$ cat config.mk
export PLATFORM = sky130hd
export DESIGN_NAME = ppu_mul
export DESIGN_NICKNAME = d
export VERILOG_FILES = /design/src/rtl/assert_macros.svh /design/src/rtl/ppu_pkg.sv /design/src/rtl/ppu_mul.sv
export SDC_FILE = /design/constraint.sdc
export NUM_CORES = 2
export LEC_CHECK = 0
export BUFFER_PORTS_ARGS = -buffer_cell sky130_fd_sc_hd__buf_2
export CAP_MARGIN = 15
export CELL_PAD_IN_SITES_DETAIL_PLACEMENT = 0
export CELL_PAD_IN_SITES_GLOBAL_PLACEMENT = 1
export CORE_ASPECT_RATIO = 1.4
export CORE_MARGIN = 2
export CORE_UTILIZATION = 40
export CTS_CLUSTER_SIZE = 10
export DETAILED_ROUTE_END_ITERATION = 6
export PLACE_DENSITY_LB_ADDON = 0.25
export SYNTH_ARGS = -nofsm -noshare
export SYNTH_HDL_FRONTEND = slang
export SYNTH_SLANG_ARGS = --single-unit
$ cat constraint.sdc
create_clock -name clk_i -period 10.25 [get_ports clk_i]
set_input_delay 2.05 -clock clk_i [delete_from_list [all_inputs] [get_ports clk_i]]
set_output_delay 2.05 -clock clk_i [all_outputs]
set_load 0.02 [all_outputs]
$ cat src/rtl/assert_macros.svh
// Assertion macros shared by the RTL. Every macro samples on clk_i and is
// disabled while rst_ni is low.
`ifndef ASSERT_MACROS_SVH
`define ASSERT_MACROS_SVH

// The consequent must hold in the same cycle as the antecedent.
`define PPU_ASSERT_IMPL(label, ante, cons) \
  label: assert property (@(posedge clk_i) disable iff (!rst_ni) (ante) |-> (cons)) \
    else $error("implication check failed");

// The consequent must hold in the cycle after the antecedent.
`define PPU_ASSERT_NEXT(label, ante, cons) \
  label: assert property (@(posedge clk_i) disable iff (!rst_ni) (ante) |=> (cons)) \
    else $error("next-cycle check failed");

`endif

$ cat src/rtl/ppu_pkg.sv
// ----------------------------------------------------------------------------
// Particle update package
// Widths, codes and saturation helpers shared by the particle update RTL.
// ----------------------------------------------------------------------------
`timescale 1ns / 1ps
`default_nettype none

package ppu_pkg;

  localparam int unsigned MaxDims      = 64;
  localparam int unsigned MaxParticles = 256;
  localparam int unsigned DimW         = 6;
  localparam int unsigned ValW         = 32;
  localparam int unsigned GainW        = 16;
  localparam int unsigned CountW       = 9;
  localparam int unsigned DimCountW    = 7;
  localparam int unsigned AccW         = 48;
  localparam int unsigned MulAW        = 17;
  localparam int unsigned MulBW        = 33;
  localparam int unsigned ProdW        = MulAW + MulBW;
  localparam int unsigned DivSteps     = AccW;
  localparam int unsigned DivCntW      = $clog2(DivSteps);

  typedef enum logic [2:0] {
    FUNC_LOAD_BOUNDS = 3'd0,
    FUNC_LOAD_STATE  = 3'd1,
    FUNC_BASIC       = 3'd2,
    FUNC_RESTART     = 3'd3,
    FUNC_FIPS        = 3'd4
  } func_e;

  typedef enum logic [2:0] {
    CFG_INERTIA   = 3'd0,
    CFG_COGNITIVE = 3'd1,
    CFG_SOCIAL    = 3'd2,
    CFG_PARTICLES = 3'd3,
    CFG_DIMS      = 3'd4
  } cfg_idx_e;

  // Saturate a 49-bit signed sum to 32 bits.
  function automatic logic signed [31:0] sat32(input logic signed [48:0] v);
    logic signed [31:0] r;
    if (v[48:31] == {18{v[48]}}) begin
      r = v[31:0];
    end else begin
      r = v[48] ? 32'sh8000_0000 : 32'sh7FFF_FFFF;
    end
    return r;
  endfunction

  // Saturate a 49-bit signed sum to 48 bits.
  function automatic logic signed [47:0] sat48(input logic signed [48:0] v);
    logic signed [47:0] r;
    if (v[48] == v[47]) begin
      r = v[47:0];
    end else begin
      r = v[48] ? 48'sh8000_0000_0000 : 48'sh7FFF_FFFF_FFFF;
    end
    return r;
  endfunction

endpackage

`default_nettype wire

$ cat src/rtl/ppu_mul.sv
// ----------------------------------------------------------------------------
// Shared multiplier
// Signed 17 x 33 bit multiplier with a registered product.
// ----------------------------------------------------------------------------
`timescale 1ns / 1ps
`default_nettype none

module ppu_mul (
  input  wire logic                              clk_i,
  input  wire logic                              en_i,
  input  wire logic signed [ppu_pkg::MulAW-1:0]  a_i,
  input  wire logic signed [ppu_pkg::MulBW-1:0]  b_i,
  output logic      signed [ppu_pkg::ProdW-1:0]  prod_o
);

  logic signed [ppu_pkg::ProdW-1:0] prod_d;

  assign prod_d = ppu_pkg::ProdW'(a_i) * ppu_pkg::ProdW'(b_i);

  always_ff @(posedge clk_i) begin
    if (en_i) begin
      prod_o <= prod_d;
    end
  end

endmodule

`default_nettype wire

==> summary.md <==
| Metric | Value |
|---|---|
| Result of the run | completed |
| HP Class | in2reg |
| Final Instance Area | between 20000 and 25000 µm² |
| Highest attainable clock frequency | around 0.11 GHz |
| Die outline area | approximately 53000 µm² |
| Worst path slowest cell | sky130_fd_sc_hd__or4_4 |
| Routed len/inst | around 21 µm |
| Worst hold slack | about 2300 ps |
| Worst relative slew slack | 0.4021 |
| Slew Viols, Final | 0 |
| Buffers inserted during post-CTS setup optimization | 0 |
| Number of global-route vias before repair | approximately 17000 |
| Critical Path Source Type | input pin |
| Most used flip-flop cell after synthesis | sky130_fd_sc_hd__edfxtp_1 |
| Port Buffer Count | roughly 100 |
| Number of antenna violations at the first check in global routing | 3 |
| Number of buffers inserted by hold repair at cts | 0 |
| Average instance area after synthesis | roughly 9.6 µm² |
| Top routing layer in use | met5 |
| Ports | approximately 100 |
| Detailed placer's ending HPWL | about 46 mm |
| Total Routing Usage GR | 0.2341 |
| Setup TNS after final layout | 0 ps |
| Remaining routing DRC violations | 0 |
| Antenna cells | 0 |
| Share of final-layout standard cells stronger than drive strength 1 | 0.05966 |
| Clock-pin slew on the worst setup and hold paths | 90 ps |
| Most flops, register | prod_o |
| PostCTS Resize Cnt | 0 |
| Async set-reset flop share out of synthesis | 0 |
| CTS sink cnt | 50 |
| Number of unique standard cell types used by synthesis | 53 |
| Pin count of the biggest net entering global routing | just over 50 |
| Leading registers by flop count | prod_o (50) |
| Type of element capturing the critical path | register |
| Worst endpoint required time | between 10000 and 15000 ps |
| Starting utilization of the core area | 0.4040 |
| Synthesis-to-finish area growth | 5.903% |
| Worst path cell trace | buf_2 > buf_4 > and2_1 > fa_1 > inv_1 > fa_1 > fa_1 > inv_1 > fa_1 > fa_1 > inv_1 > fa_1 > inv_1 > ha_1 > nand2_1 > o21ai_0 > a41oi_4 > a31oi_4 > a31oi_2 > or4_4 > a31oi_4 > xor2_1 |
| CTS tree | done |
| Placed insts | around 2800 |
| Number of standard cells after synthesis | between 2000 and 2500 |
| Count of flip-flops with a built-in enable after synthesis | 50 |
| 1st-iter DRT viols | 598 |
| Final number of setup-violating endpoints | 0 |
| Routability Congestion | ~0.83 |
| Overflow left after global routing | 0 |
| Standard cell core area | a little over 50000 µm² |
| Placed inst area | between 20000 and 25000 µm² |
| Flip-flop and latch count after synthesis | 50 |
| Arrival time at the worst endpoint | approximately 8900 ps |
| Total met3 wirelength after detailed routing | about 2.0 mm |
| Overall routed net length | approximately 59 mm |
| Net count of the mapped netlist | ~2900 |
| Pre-Repair DR Iteration Count | 5 |
| Worst slew pin tran | 896.8 ps |
| H-tree level count | 2 |
| Clock Tree Buf Depth | 2 |
| Non-filler cells, final | 2829 |
| Net count reported at finish | approximately 2900 |
| Critical path type | in2reg |
| Yosys Warn Count | 0 |
| Remaining antenna violation count after routing | 0 |
| Cell area after technology mapping | between 20000 and 25000 µm² |
| Top fanout value on the critical path | 25 |
| Met1 wire length | between 20 and 25 mm |
| Number of core rows | ~100 |
| First-pass GRT wire length | around 94 mm |
| Number of flip-flops in the largest register | 50 |
| Number of CTS-inserted buffers | 5 |
| Met2 Wirelength | 32.68 mm |
| Cell seen most often among critical-path stages | sky130_fd_sc_hd__fa_1 |
| Post-synthesis sequential area ratio | 0.07303 |
| Via density per instance | around 5.1 |
| Max-cap violations | 0 |
| Unrepaired setup endpoints after global routing | no |
| Overall via count from detail_route | around 14000 |
| Hold violation total from the final report | 0 |
| Final period util | 0.8501 |
| Die W | ~200 µm |
| Die Span Y | around 270 µm |
| Root Buffer | sky130_fd_sc_hd__clkbuf_16 |
| Maximum cell stage delay along the critical path | about 630 ps |
| Clock period minus final worst setup slack | a little under 9000 ps |
area by class of cell:
class                      instances  area (µm²)
clock buffer                       5       125.1
clock inverter                     3       28.78
fill                            5023       29110
inverter                         514        1929
multi-input combinational       1495       16790
sequential                        50        1501
tap                              650       813.3
timing repair buffer             112       588.1
placed cells by master (no fill, tap or decap), types with 11 or more instances in the layout:
cell type,n
sky130_fd_sc_hd__ha_1,117
sky130_fd_sc_hd__and2_1,234
sky130_fd_sc_hd__buf_4,11
sky130_fd_sc_hd__a21oi_1,40
sky130_fd_sc_hd__o21ai_0,23
sky130_fd_sc_hd__edfxtp_1,50
sky130_fd_sc_hd__xor2_1,13
sky130_fd_sc_hd__nor2_1,37
sky130_fd_sc_hd__buf_2,101
sky130_fd_sc_hd__a21o_1,23
sky130_fd_sc_hd__xnor2_1,36
sky130_fd_sc_hd__fa_1,536
sky130_fd_sc_hd__nand2_1,319
sky130_fd_sc_hd__inv_1,513
critical path, delay by kind of cell:
kind,cells,cell delay [ps]
fa+ha+maj,7,3280
compound gates,5,1320
buf+inv,6,1150
simple gates,3,860
xor+xnor,1,200
cells in the mapped netlist (all sizes together), types with 2 or more instances:
library cell | n | area (µm²)
o2bb2ai | 2 | 17.52
o311ai | 2 | 17.52
a31oi | 9 | 92.59
a211oi | 7 | 52.55
o211ai | 5 | 47.54
a21o | 23 | 172.7
nand3 | 9 | 45.04
o21ai | 26 | 130.1
a211o | 3 | 26.28
and2 | 234 | 1464
nor2b | 6 | 37.54
a221oi | 3 | 26.28
or4 | 2 | 18.77
xnor2 | 36 | 315.3
a21oi | 40 | 200.2
nor2 | 37 | 138.9
edfxtp | 50 | 1501
and3 | 6 | 37.54
o21a | 9 | 67.56
o21bai | 3 | 22.52
ha | 117 | 1464
inv | 513 | 1926
nor3 | 9 | 45.04
or3 | 3 | 18.77
fa | 536 | 10730
nand2 | 319 | 1197
nand4 | 7 | 43.79
a21boi | 2 | 15.01
xor2 | 13 | 113.9
a2111oi | 3 | 26.28
clkbuf | 90 | 337.8
a41oi | 2 | 36.29
nand2b | 10 | 62.56
stage by stage:
step	setup slack [ps]	utilization
2_1_floorplan	2481	-
3_3_place_gp	1259	0.4249
3_5_place_dp	1186	0.4249
4_1_cts	1538	0.4279
5_1_grt	1201	0.4279
6_report	1536	0.4279
cell families (layout without fill, tap and decap cells):
| kind of cell | after synthesis | count (layout) | synth area share |
|---|---|---|---|
| AOI/OAI and AO/OA | 147 | 147 | 0.04966 |
| xor gates and xnor gates | 49 | 49 | 0.02087 |
| adders and majority gates | 653 | 653 | 0.5931 |
| buffers and inverters | 605 | 634 | 0.1105 |
| DFF | 50 | 50 | 0.07303 |
| muxes | 1 | 1 | 0.0004869 |
| and+or+nand+nor | 645 | 645 | 0.1524 |
worst paths after layout:
check	from	endpoint	slack (ps)	cells after the start
setup / recovery	a_i[7]	prod_o[39]	1540	22
hold / removal	b_i[0]	prod_o[0]	2320	2
routing by layer:
layer  vias to the layer above  global-route usage
li1                       6348                   -
met1                      7730              0.2715
met2                       309              0.4511
met3                       107             0.02377
met4                         4             0.07111
met5                         -                   0
Power is left out: the tool's default activity adds up to more than one toggle a clock period on the data nets, which glitch-free logic cannot reach.
