**config.mk**
```make
export PLATFORM = sky130hd
export DESIGN_NAME = ppu_div
export DESIGN_NICKNAME = d
export VERILOG_FILES = /design/src/rtl/assert_macros.svh /design/src/rtl/ppu_pkg.sv /design/src/rtl/ppu_div.sv
export SDC_FILE = /design/constraint.sdc
export NUM_CORES = 1
export LEC_CHECK = 0
export BUFFER_PORTS_ARGS = -buffer_cell sky130_fd_sc_hd__clkbuf_2
export CAP_MARGIN = 20
export CELL_PAD_IN_SITES_DETAIL_PLACEMENT = 1
export CELL_PAD_IN_SITES_GLOBAL_PLACEMENT = 1
export CORE_ASPECT_RATIO = 0.8
export CORE_MARGIN = 2
export CORE_UTILIZATION = 31
export DETAILED_ROUTE_END_ITERATION = 12
export GPL_TIMING_DRIVEN = 1
export HOLD_SLACK_MARGIN = 0.1
export PLACE_DENSITY = 0.62
export SYNTH_ARGS = -nofsm -noshare
export SYNTH_HDL_FRONTEND = slang
export SYNTH_SLANG_ARGS = --single-unit
```
**constraint.sdc**
```tcl
create_clock -name clk_i -period 2.7 [get_ports clk_i]
set_clock_uncertainty 0.05 [all_clocks]
set_input_delay 0.135 -clock clk_i [delete_from_list [all_inputs] [get_ports clk_i]]
set_output_delay 0.135 -clock clk_i [all_outputs]
set_load 0.01 [all_outputs]
```
**src/rtl/assert_macros.svh**
```systemverilog
// Assertion macros shared by the RTL. Every macro samples on clk_i and is
// disabled while rst_ni is low.
`ifndef ASSERT_MACROS_SVH
`define ASSERT_MACROS_SVH

// The consequent must hold in the same cycle as the antecedent.
`define PPU_ASSERT_IMPL(label, ante, cons) \
  label: assert property (@(posedge clk_i) disable iff (!rst_ni) (ante) |-> (cons)) \
    else $error("implication check failed");

// The consequent must hold in the cycle after the antecedent.
`define PPU_ASSERT_NEXT(label, ante, cons) \
  label: assert property (@(posedge clk_i) disable iff (!rst_ni) (ante) |=> (cons)) \
    else $error("next-cycle check failed");

`endif

```
**src/rtl/ppu_pkg.sv**
```systemverilog
// ----------------------------------------------------------------------------
// Particle update package
// Widths, codes and saturation helpers shared by the particle update RTL.
// ----------------------------------------------------------------------------
`timescale 1ns / 1ps
`default_nettype none

package ppu_pkg;

  localparam int unsigned MaxDims      = 64;
  localparam int unsigned MaxParticles = 256;
  localparam int unsigned DimW         = 6;
  localparam int unsigned ValW         = 32;
  localparam int unsigned GainW        = 16;
  localparam int unsigned CountW       = 9;
  localparam int unsigned DimCountW    = 7;
  localparam int unsigned AccW         = 48;
  localparam int unsigned MulAW        = 17;
  localparam int unsigned MulBW        = 33;
  localparam int unsigned ProdW        = MulAW + MulBW;
  localparam int unsigned DivSteps     = AccW;
  localparam int unsigned DivCntW      = $clog2(DivSteps);

  typedef enum logic [2:0] {
    FUNC_LOAD_BOUNDS = 3'd0,
    FUNC_LOAD_STATE  = 3'd1,
    FUNC_BASIC       = 3'd2,
    FUNC_RESTART     = 3'd3,
    FUNC_FIPS        = 3'd4
  } func_e;

  typedef enum logic [2:0] {
    CFG_INERTIA   = 3'd0,
    CFG_COGNITIVE = 3'd1,
    CFG_SOCIAL    = 3'd2,
    CFG_PARTICLES = 3'd3,
    CFG_DIMS      = 3'd4
  } cfg_idx_e;

  // Saturate a 49-bit signed sum to 32 bits.
  function automatic logic signed [31:0] sat32(input logic signed [48:0] v);
    logic signed [31:0] r;
    if (v[48:31] == {18{v[48]}}) begin
      r = v[31:0];
    end else begin
      r = v[48] ? 32'sh8000_0000 : 32'sh7FFF_FFFF;
    end
    return r;
  endfunction

  // Saturate a 49-bit signed sum to 48 bits.
  function automatic logic signed [47:0] sat48(input logic signed [48:0] v);
    logic signed [47:0] r;
    if (v[48] == v[47]) begin
      r = v[47:0];
    end else begin
      r = v[48] ? 48'sh8000_0000_0000 : 48'sh7FFF_FFFF_FFFF;
    end
    return r;
  endfunction

endpackage

`default_nettype wire

```
**src/rtl/ppu_div.sv**
```systemverilog
// ----------------------------------------------------------------------------
// Iterative divider
// Restoring division of a signed 48-bit value by a 9-bit unsigned divisor,
// one quotient bit per cycle, truncating toward zero.
// ----------------------------------------------------------------------------
`timescale 1ns / 1ps
`default_nettype none

module ppu_div (
  input  wire logic                                clk_i,
  input  wire logic                                rst_ni,
  input  wire logic                                start_i,
  input  wire logic signed [ppu_pkg::AccW-1:0]     dividend_i,
  input  wire logic        [ppu_pkg::CountW-1:0]   divisor_i,
  output logic                                     done_o,
  output logic signed      [ppu_pkg::AccW-1:0]     quotient_o
);

  logic                             busy_q, busy_d;
  logic                             done_q, done_d;
  logic [ppu_pkg::DivCntW-1:0]      cnt_q, cnt_d;
  logic [ppu_pkg::AccW-1:0]         mag_q, mag_d;
  logic [ppu_pkg::CountW-1:0]       rem_q, rem_d;
  logic [ppu_pkg::CountW-1:0]       div_q, div_d;
  logic                             neg_q, neg_d;
  logic [ppu_pkg::CountW:0]         rem_sh;
  logic                             ge;

  assign rem_sh = {rem_q, mag_q[ppu_pkg::AccW-1]};
  assign ge     = rem_sh >= {1'b0, div_q};

  always_comb begin
    busy_d = busy_q;
    done_d = 1'b0;
    cnt_d  = cnt_q;
    mag_d  = mag_q;
    rem_d  = rem_q;
    div_d  = div_q;
    neg_d  = neg_q;
    if (start_i) begin
      busy_d = 1'b1;
      cnt_d  = '0;
      rem_d  = '0;
      div_d  = divisor_i;
      neg_d  = dividend_i[ppu_pkg::AccW-1];
      mag_d  = dividend_i[ppu_pkg::AccW-1] ? -dividend_i : dividend_i;
    end else if (busy_q) begin
      rem_d = ge ? ppu_pkg::CountW'(rem_sh - {1'b0, div_q}) : rem_sh[ppu_pkg::CountW-1:0];
      mag_d = {mag_q[ppu_pkg::AccW-2:0], ge};
      cnt_d = cnt_q + 1'b1;
      if (cnt_q == ppu_pkg::DivCntW'(ppu_pkg::DivSteps - 1)) begin
        busy_d = 1'b0;
        done_d = 1'b1;
      end
    end
  end

  always_ff @(posedge clk_i or negedge rst_ni) begin
    if (!rst_ni) begin
      busy_q <= 1'b0;
      done_q <= 1'b0;
      cnt_q  <= '0;
    end else begin
      busy_q <= busy_d;
      done_q <= done_d;
      cnt_q  <= cnt_d;
    end
  end

  always_ff @(posedge clk_i) begin
    mag_q <= mag_d;
    rem_q <= rem_d;
    div_q <= div_d;
    neg_q <= neg_d;
  end

  assign done_o     = done_q;
  assign quotient_o = neg_q ? -mag_q : mag_q;

endmodule

`default_nettype wire

```
==> results of run 1 <==
## stage by stage
stage,instance area [sq um],cells,power (uW),worst slack [ps],util
2_1_floorplan,5713,633,2600,-69.19,-
3_3_place_gp,6864,997,3179,-130.0,0.3790
3_5_place_dp,6864,997,3255,-149.5,0.3790
4_1_cts,7766,1033,4698,-427.7,0.4288
5_1_grt,7945,1037,4975,-480.5,0.4387
6_report,7945,1037,4732,-411.7,0.4387
## state kept, by name (all words and copies together), names as in the netlist
name and cells:
div_q 9, done_o 1, rem_q 9, neg_q 1
busy_q 1, cnt_q 6, mag_q 48
## power by group
| group | total (uW) | internal [uW] | switching, uW |
|---|---|---|---|
| Sequential | 1610 | 1440 | 168 |
| Combinational | 1790 | 823 | 966 |
| Clock | 1330 | 831 | 502 |
## worst max-delay path by stage
stage / from / to / slack [ps]
finish: mag_q[21]$_DFFE_PP_ / quotient_o[47] / -410
global route: mag_q[20]$_DFFE_PP_ / quotient_o[47] / -480
CTS: mag_q[20]$_DFFE_PP_ / quotient_o[47] / -430
detailed placement: mag_q[20]$_DFFE_PP_ / quotient_o[47] / -150
global placement: mag_q[20]$_DFFE_PP_ / quotient_o[47] / -130
floorplan: mag_q[20]$_DFFE_PP_ / quotient_o[47] / -70
## cell type report
type                       instances  share of cell area
inverter                          20            0.009449
clock buffer                      11             0.03055
clock inverter                     5            0.009606
tap                              230             0.03622
multi-input combinational        505              0.4877
timing repair buffer             191              0.1594
sequential                        75              0.2671
## cell families (layout without fill, tap and decap cells)
kind of cell / count (synthesis) / after routing
AOI/OAI and AO/OA: 162 / 162
xor gates and xnor gates: 88 / 88
adders and majority gates: 13 / 13
buffers and inverters: 53 / 227
DFF: 75 / 75
muxes: 7 / 7
and+or+nand+nor: 235 / 235
## per-layer routing
metal | GRT usage | part of all wire | vias up
met5 | 0 | 0 | -
met4 | 0.03562 | 0.012 | 0
met1 | 0.2861 | 0.47 | 2885
li1 | - | - | 2750
met3 | 0.03016 | 0.040 | 19
met2 | 0.3386 | 0.48 | 143
## critical path: stages (launching register included)
cell	delay, ps
edfxtp_1	400
or4_4	540
or4_4	450
or4b_4	610
o41ai_4	250
xnor2_1	170
buf_2	160
## placed cells by master (no fill, tap or decap), drive strengths merged, types with 8 or more instances in the layout
cell and n:
nand2 33, buf 94, o41ai 18, a31oi 8, clkbuf 97, o31ai 25, o21ai 28, xnor2 63
dlygate4sd3 11, nor4 14, ha 12, nand4b 8, a21oi 44, nor3 17, nand3 16, or3 22
xor2 25, dfxtp 9, nand4 11, inv 19, nor2 65, or4 10, dfrtp 8, edfxtp 58
## repair_timing
item | in CTS | in global routing
cloned | 1 | 0
pin swaps | 27 | 13
setup buffers | 8 | 4
hold buffers | 11 | 0
setup endpoints to repair | 36 | 40
resized for setup | 69 | 49
endpoints found under the hold margin | 18 | 0
==> reports/qor.yml, run 1 <==
clock_network:
  cts_root_buffer: "clkbuf_16"
  cts_made_buffers: 9
  clkLatencyLatePin_ps: 340
  clk_path_buf_depth: 2
  htree_levels: 3
  clk_pin_slew_ps: 60
  cts_tree: "yes"
  cts_sinks: 75
route:
  post-route-drc-count: 0
  ant_nets: 0
  wl_per_cell_um: 19.79
  routed_via_density: 5.590
  wl_um: 20520
  first_pass_iters: 5
  drt_iter0_drc: 333
  num_vias: 5797
grt:
  grt_antenna_before_repair: 0
  grt_pass1_vias: 5800
  grt_overflow: 0
  grt_start_max_net_pins: 78
  grt_pass1_wl_um: 31640
  track_usage: 0.2040
timing:
  finalCriticalPeriod_ps: 3112
  period_share: 1.152
  fin_ws_ps: -411.7
  tns_ps: -3898
  relSlewSlack: 0.3619
  rsz0062_at_grt: "true"
  final_hold_viol_count: 0
  clock.fmax_ghz: 0.3214
  final-max-slew-violation-count: 0
  tightest_slew_ps: 951.2
  setup_viol: 21
  whs_ps: 125.1
finish:
  register_area_sq_mm: 0.002122
  fillers: 2077
  layout.nets: 875
  diodes: 0
  drive_gt1_frac: 0.3234
  multi_input_area_sq_mm: 0.003875
  area_growth_pct: 39.07
die:
  die_w_um: 155.8
  die_h_um: 125.4
  core_area_sq_mm: 0.01811
  row_count: 44
  io_pins: 109
  dieArea_sq_mm: 0.01954
  start_util: 0.3154
job:
  cap_violations: 0
place:
  gp_congestion: 0.8631
  hpwl_um: 14830
  port_buffers: 108
pwr:
  vdd_drop_max_mv: 0.2984
  leakagePower_uw: 0.003065
  power.density_mw_per_mm2: 595.5
yosys:
  muxShareOfSynthArea: 0.01248
  synth.most_common_cell: "nor2_1"
  ys_top_cells_by_count: "65 x nor2_1, 63 x xnor2_1, 58 x edfxtp_1, 44 x a21oi_1, 33 x nand2_1"
  synth_nets: 706
  synthAdderAreaFrac: 0.02979
  synth_area_sq_mm: 0.005713
  async_flop_share: 0.1067
  synth-edff-count: 58
  synth_xor_area_frac: 0.1349
  synth_compound_area_frac: 0.1938
  yosys_register_bits: 75
  synth-warning-count: 0
  synth_top_family_by_area: "simple AND/OR/NAND/NOR gates"
  syn_avg_cell_area_sq_um: 9.025
  ys.flop_type: "edfxtp_1"
  synth_area_leader_cell: "edfxtp_1"
  synth_cell_types: 60
  synthTopCellsByArea: "edfxtp_1 30%, xnor2_1 9.7%, nor2_1 4.3%"
  yosys.area_share.simple: 0.2208
  seq_area_frac_synth: 0.3714
  syn_inst: 633
  synth_top_area_frac: 0.3049
outcome:
  status: "complete, but fails checks"
  violations: "negative setup slack"
setup_path:
  crit_arrival_ps: 2930
  crit_type: "reg -> out"
  crit_fanout: 5
  critical_path_required_ps: 2520
  rrSetupSlack_ps: 140
  startpoint_type: "flop"
  reg2reg_from: "mag_q[47]$_DFFE_PP_"
  worst_r2r_path_depth: 9
  r2r_end: "rem_q[2]$_SDFFE_PP0P_"
  end_kind: "output pin"
hold_path:
  worstHoldPathType: "in -> async"
Power figures use the tool's default switching activity.
==> run 2, diff against run 1 <==
--- a/config.mk
+++ b/config.mk
@@ -15,7 +15,7 @@
 export DETAILED_ROUTE_END_ITERATION = 12
 export GPL_TIMING_DRIVEN = 1
 export HOLD_SLACK_MARGIN = 0.1
-export PLACE_DENSITY = 0.62
+export PLACE_DENSITY = 0.74
 export SYNTH_ARGS = -nofsm -noshare
 export SYNTH_HDL_FRONTEND = slang
 export SYNTH_SLANG_ARGS = --single-unit
==> reports/qor.yml, run 2 (synthesis results as in run 1) <==
timing:
  finalCriticalPeriod_ps: 3231  # +119.1 ps
  period_share: 1.197  # +0.04410
  fin_ws_ps: -530.8  # -119.1 ps
  relSlewSlack: 0.4234  # +0.06143
  rsz0062_at_grt: "true"
  setup_viol: 24  # +14%
  final_hold_viol_count: 0  # unchanged
  clock.fmax_ghz: 0.3095  # -3.7%
  final-max-slew-violation-count: 0  # unchanged
  whs_ps: 111.8  # -13.33 ps
  tightest_slew_ps: 865.0  # -86.27 ps
pwr:
  power.density_mw_per_mm2: 596.8  # +0.22%
  vdd_drop_max_mv: 0.3094  # +3.7%
  leakagePower_uw: 0.003069  # +0.13%
die:
  io_pins: 109  # unchanged
  core_area_sq_mm: 0.01811  # unchanged
  die_h_um: 125.4  # unchanged
  row_count: 44  # unchanged
  dieArea_sq_mm: 0.01954  # unchanged
  die_w_um: 155.8  # unchanged
  start_util: 0.3154  # unchanged
finish:
  top_regs: "mag_q (48), div_q (9), rem_q (9)"
  diodes: 0  # unchanged
  area_growth_pct: 39.51
  regMostFlops: "mag_q"
  largest_reg_flops: 48  # unchanged
  layout_common_cells: "80 x clkbuf_2, 64 x nor2_1, 64 x buf_4"
  final_util: 0.4400  # +0.001382
  final_cell_count_no_fill: 1037  # unchanged
  final_common_cell: "clkbuf_2"
  layout.nets: 875  # unchanged
  design_area_sq_mm: 0.007970  # +0.31%
  drive_gt1_frac: 0.3222  # -0.001239
route:
  drt_iter0_drc: 436  # +31%
  num_vias: 5934  # +2.4%
  post-route-drc-count: 0  # unchanged
  ant_nets: 0  # unchanged
  wl_per_cell_um: 20.77  # +5.0%
  wl_um: 21530  # +5.0%
  routed_via_density: 5.722  # +2.4%
  first_pass_iters: 5  # unchanged
setup_path:
  cp_cell_sequence: "or3_1 > or4_4 > buf_4 > buf_6 > nand4b_1 > buf_6 > o41ai_2 > xnor2_1 > clkbuf_2"
  worst_r2r_path_depth: 10  # +1
  r2r_end: "rem_q[2]$_SDFFE_PP0P_"
  crit_type: "reg -> out"
  rrSetupSlack_ps: 80  # -60 ps
  startpoint_type: "flop"
  worst-path-stages: 9  # +3
  crit_top_cell: "buf_6"
  end_kind: "output pin"
  slowest_stage: "or4_4"
  reg2reg_from: "mag_q[47]$_DFFE_PP_"
  slowest_delay_ps: 570  # -40 ps
  crit_fanout: 5  # unchanged
  critical_path_required_ps: 2520  # about the same
  crit_arrival_ps: 3050  # +120 ps
  cp_top_family: "simple AND/OR/NAND/NOR gates"
  crit_buf_inv: 4  # +3
clock_network:
  cts_sinks: 75  # unchanged
  cts_root_buffer: "clkbuf_16"
  cts_made_buffers: 9  # unchanged
  clk_path_buf_depth: 2  # unchanged
  clk_pin_slew_ps: 60  # about the same
  htree_levels: 3  # unchanged
  cts_tree: "yes"
  clkLatencyLatePin_ps: 350  # about the same
hold_path:
  worstHoldPathType: "in -> async"
place:
  gp_congestion: 0.8258  # -4.3%
  placed_area_sq_mm: 0.006872  # +0.11%
  port_buffers: 108  # unchanged
  dp_cells: 998  # +0.10%
  hpwl_um: 14800  # -0.17%
  pre_cts_slack_ps: -149.4  # +0.1090 ps
job:
  cap_violations: 0  # unchanged
grt:
  grt_start_max_net_pins: 96  # +23%
  grt_pass1_wl_um: 32280  # +2.0%
  track_usage: 0.2107  # +0.006653
  grt_overflow: 0  # unchanged
  grt_pass1_vias: 5774  # -0.45%
  grt_antenna_before_repair: 0  # unchanged
outcome:
  status: "complete, but fails checks"
  violations: "negative setup slack"
-- run 2: what timing repair did --
item                                    4_1_cts  5_1_grt
pin swaps                                    18       32
gates cloned                                  1        0
hold endpoints to repair                     17        0
hold buffers                                 10        0
gates resized for setup                      50       83
setup buffers                                 4        8
endpoints found under the setup margin       39       44
-- run 2: area by class of cell --
| class | instances | area, sq um |
|---|---|---|
| clock buffers | 13 | 304.0 |
| clock inverters | 3 | 21.27 |
| fillers | 2062 | 10140 |
| inverters | 20 | 75.07 |
| multi-input cells | 505 | 3891 |
| flip-flops and latches | 75 | 2122 |
| well taps | 230 | 287.8 |
| repair buffers | 191 | 1269 |
-- run 2: worst max path at each step --
stage	start	end	slack, ps
floorplan	mag_q[20]$_DFFE_PP_	quotient_o[47]	-70
global placement	mag_q[20]$_DFFE_PP_	quotient_o[47]	-60
detailed placement	mag_q[20]$_DFFE_PP_	quotient_o[46]	-150
CTS	mag_q[18]$_DFFE_PP_	quotient_o[47]	-400
global route	mag_q[18]$_DFFE_PP_	quotient_o[33]	-600
finish	mag_q[29]$_DFFE_PP_	quotient_o[33]	-530
-- run 2: through the flow --
step | setup TNS (ps) | total power (uW)
6_report | -5666 | 4757
5_1_grt | -7453 | 4994
4_1_cts | -5133 | 4647
3_5_place_dp | -706.5 | 3256
3_3_place_gp | -278.8 | 3204
2_1_floorplan | -224.4 | 2600
-- run 2: metal layers --
layer	global-route usage	share of wire	wire [um]
met1	0.2863	0.45	9643
met2	0.3280	0.46	9967
met3	0.04125	0.060	1283
met4	0.08797	0.030	639
met5	0	0	0
-- run 2: report_power, final --
part	internal, uW	switching [uW]	total, uW
registers	1440	179	1620
logic	827	1000	1830
clock network	794	511	1310
total	3060	1690	4760
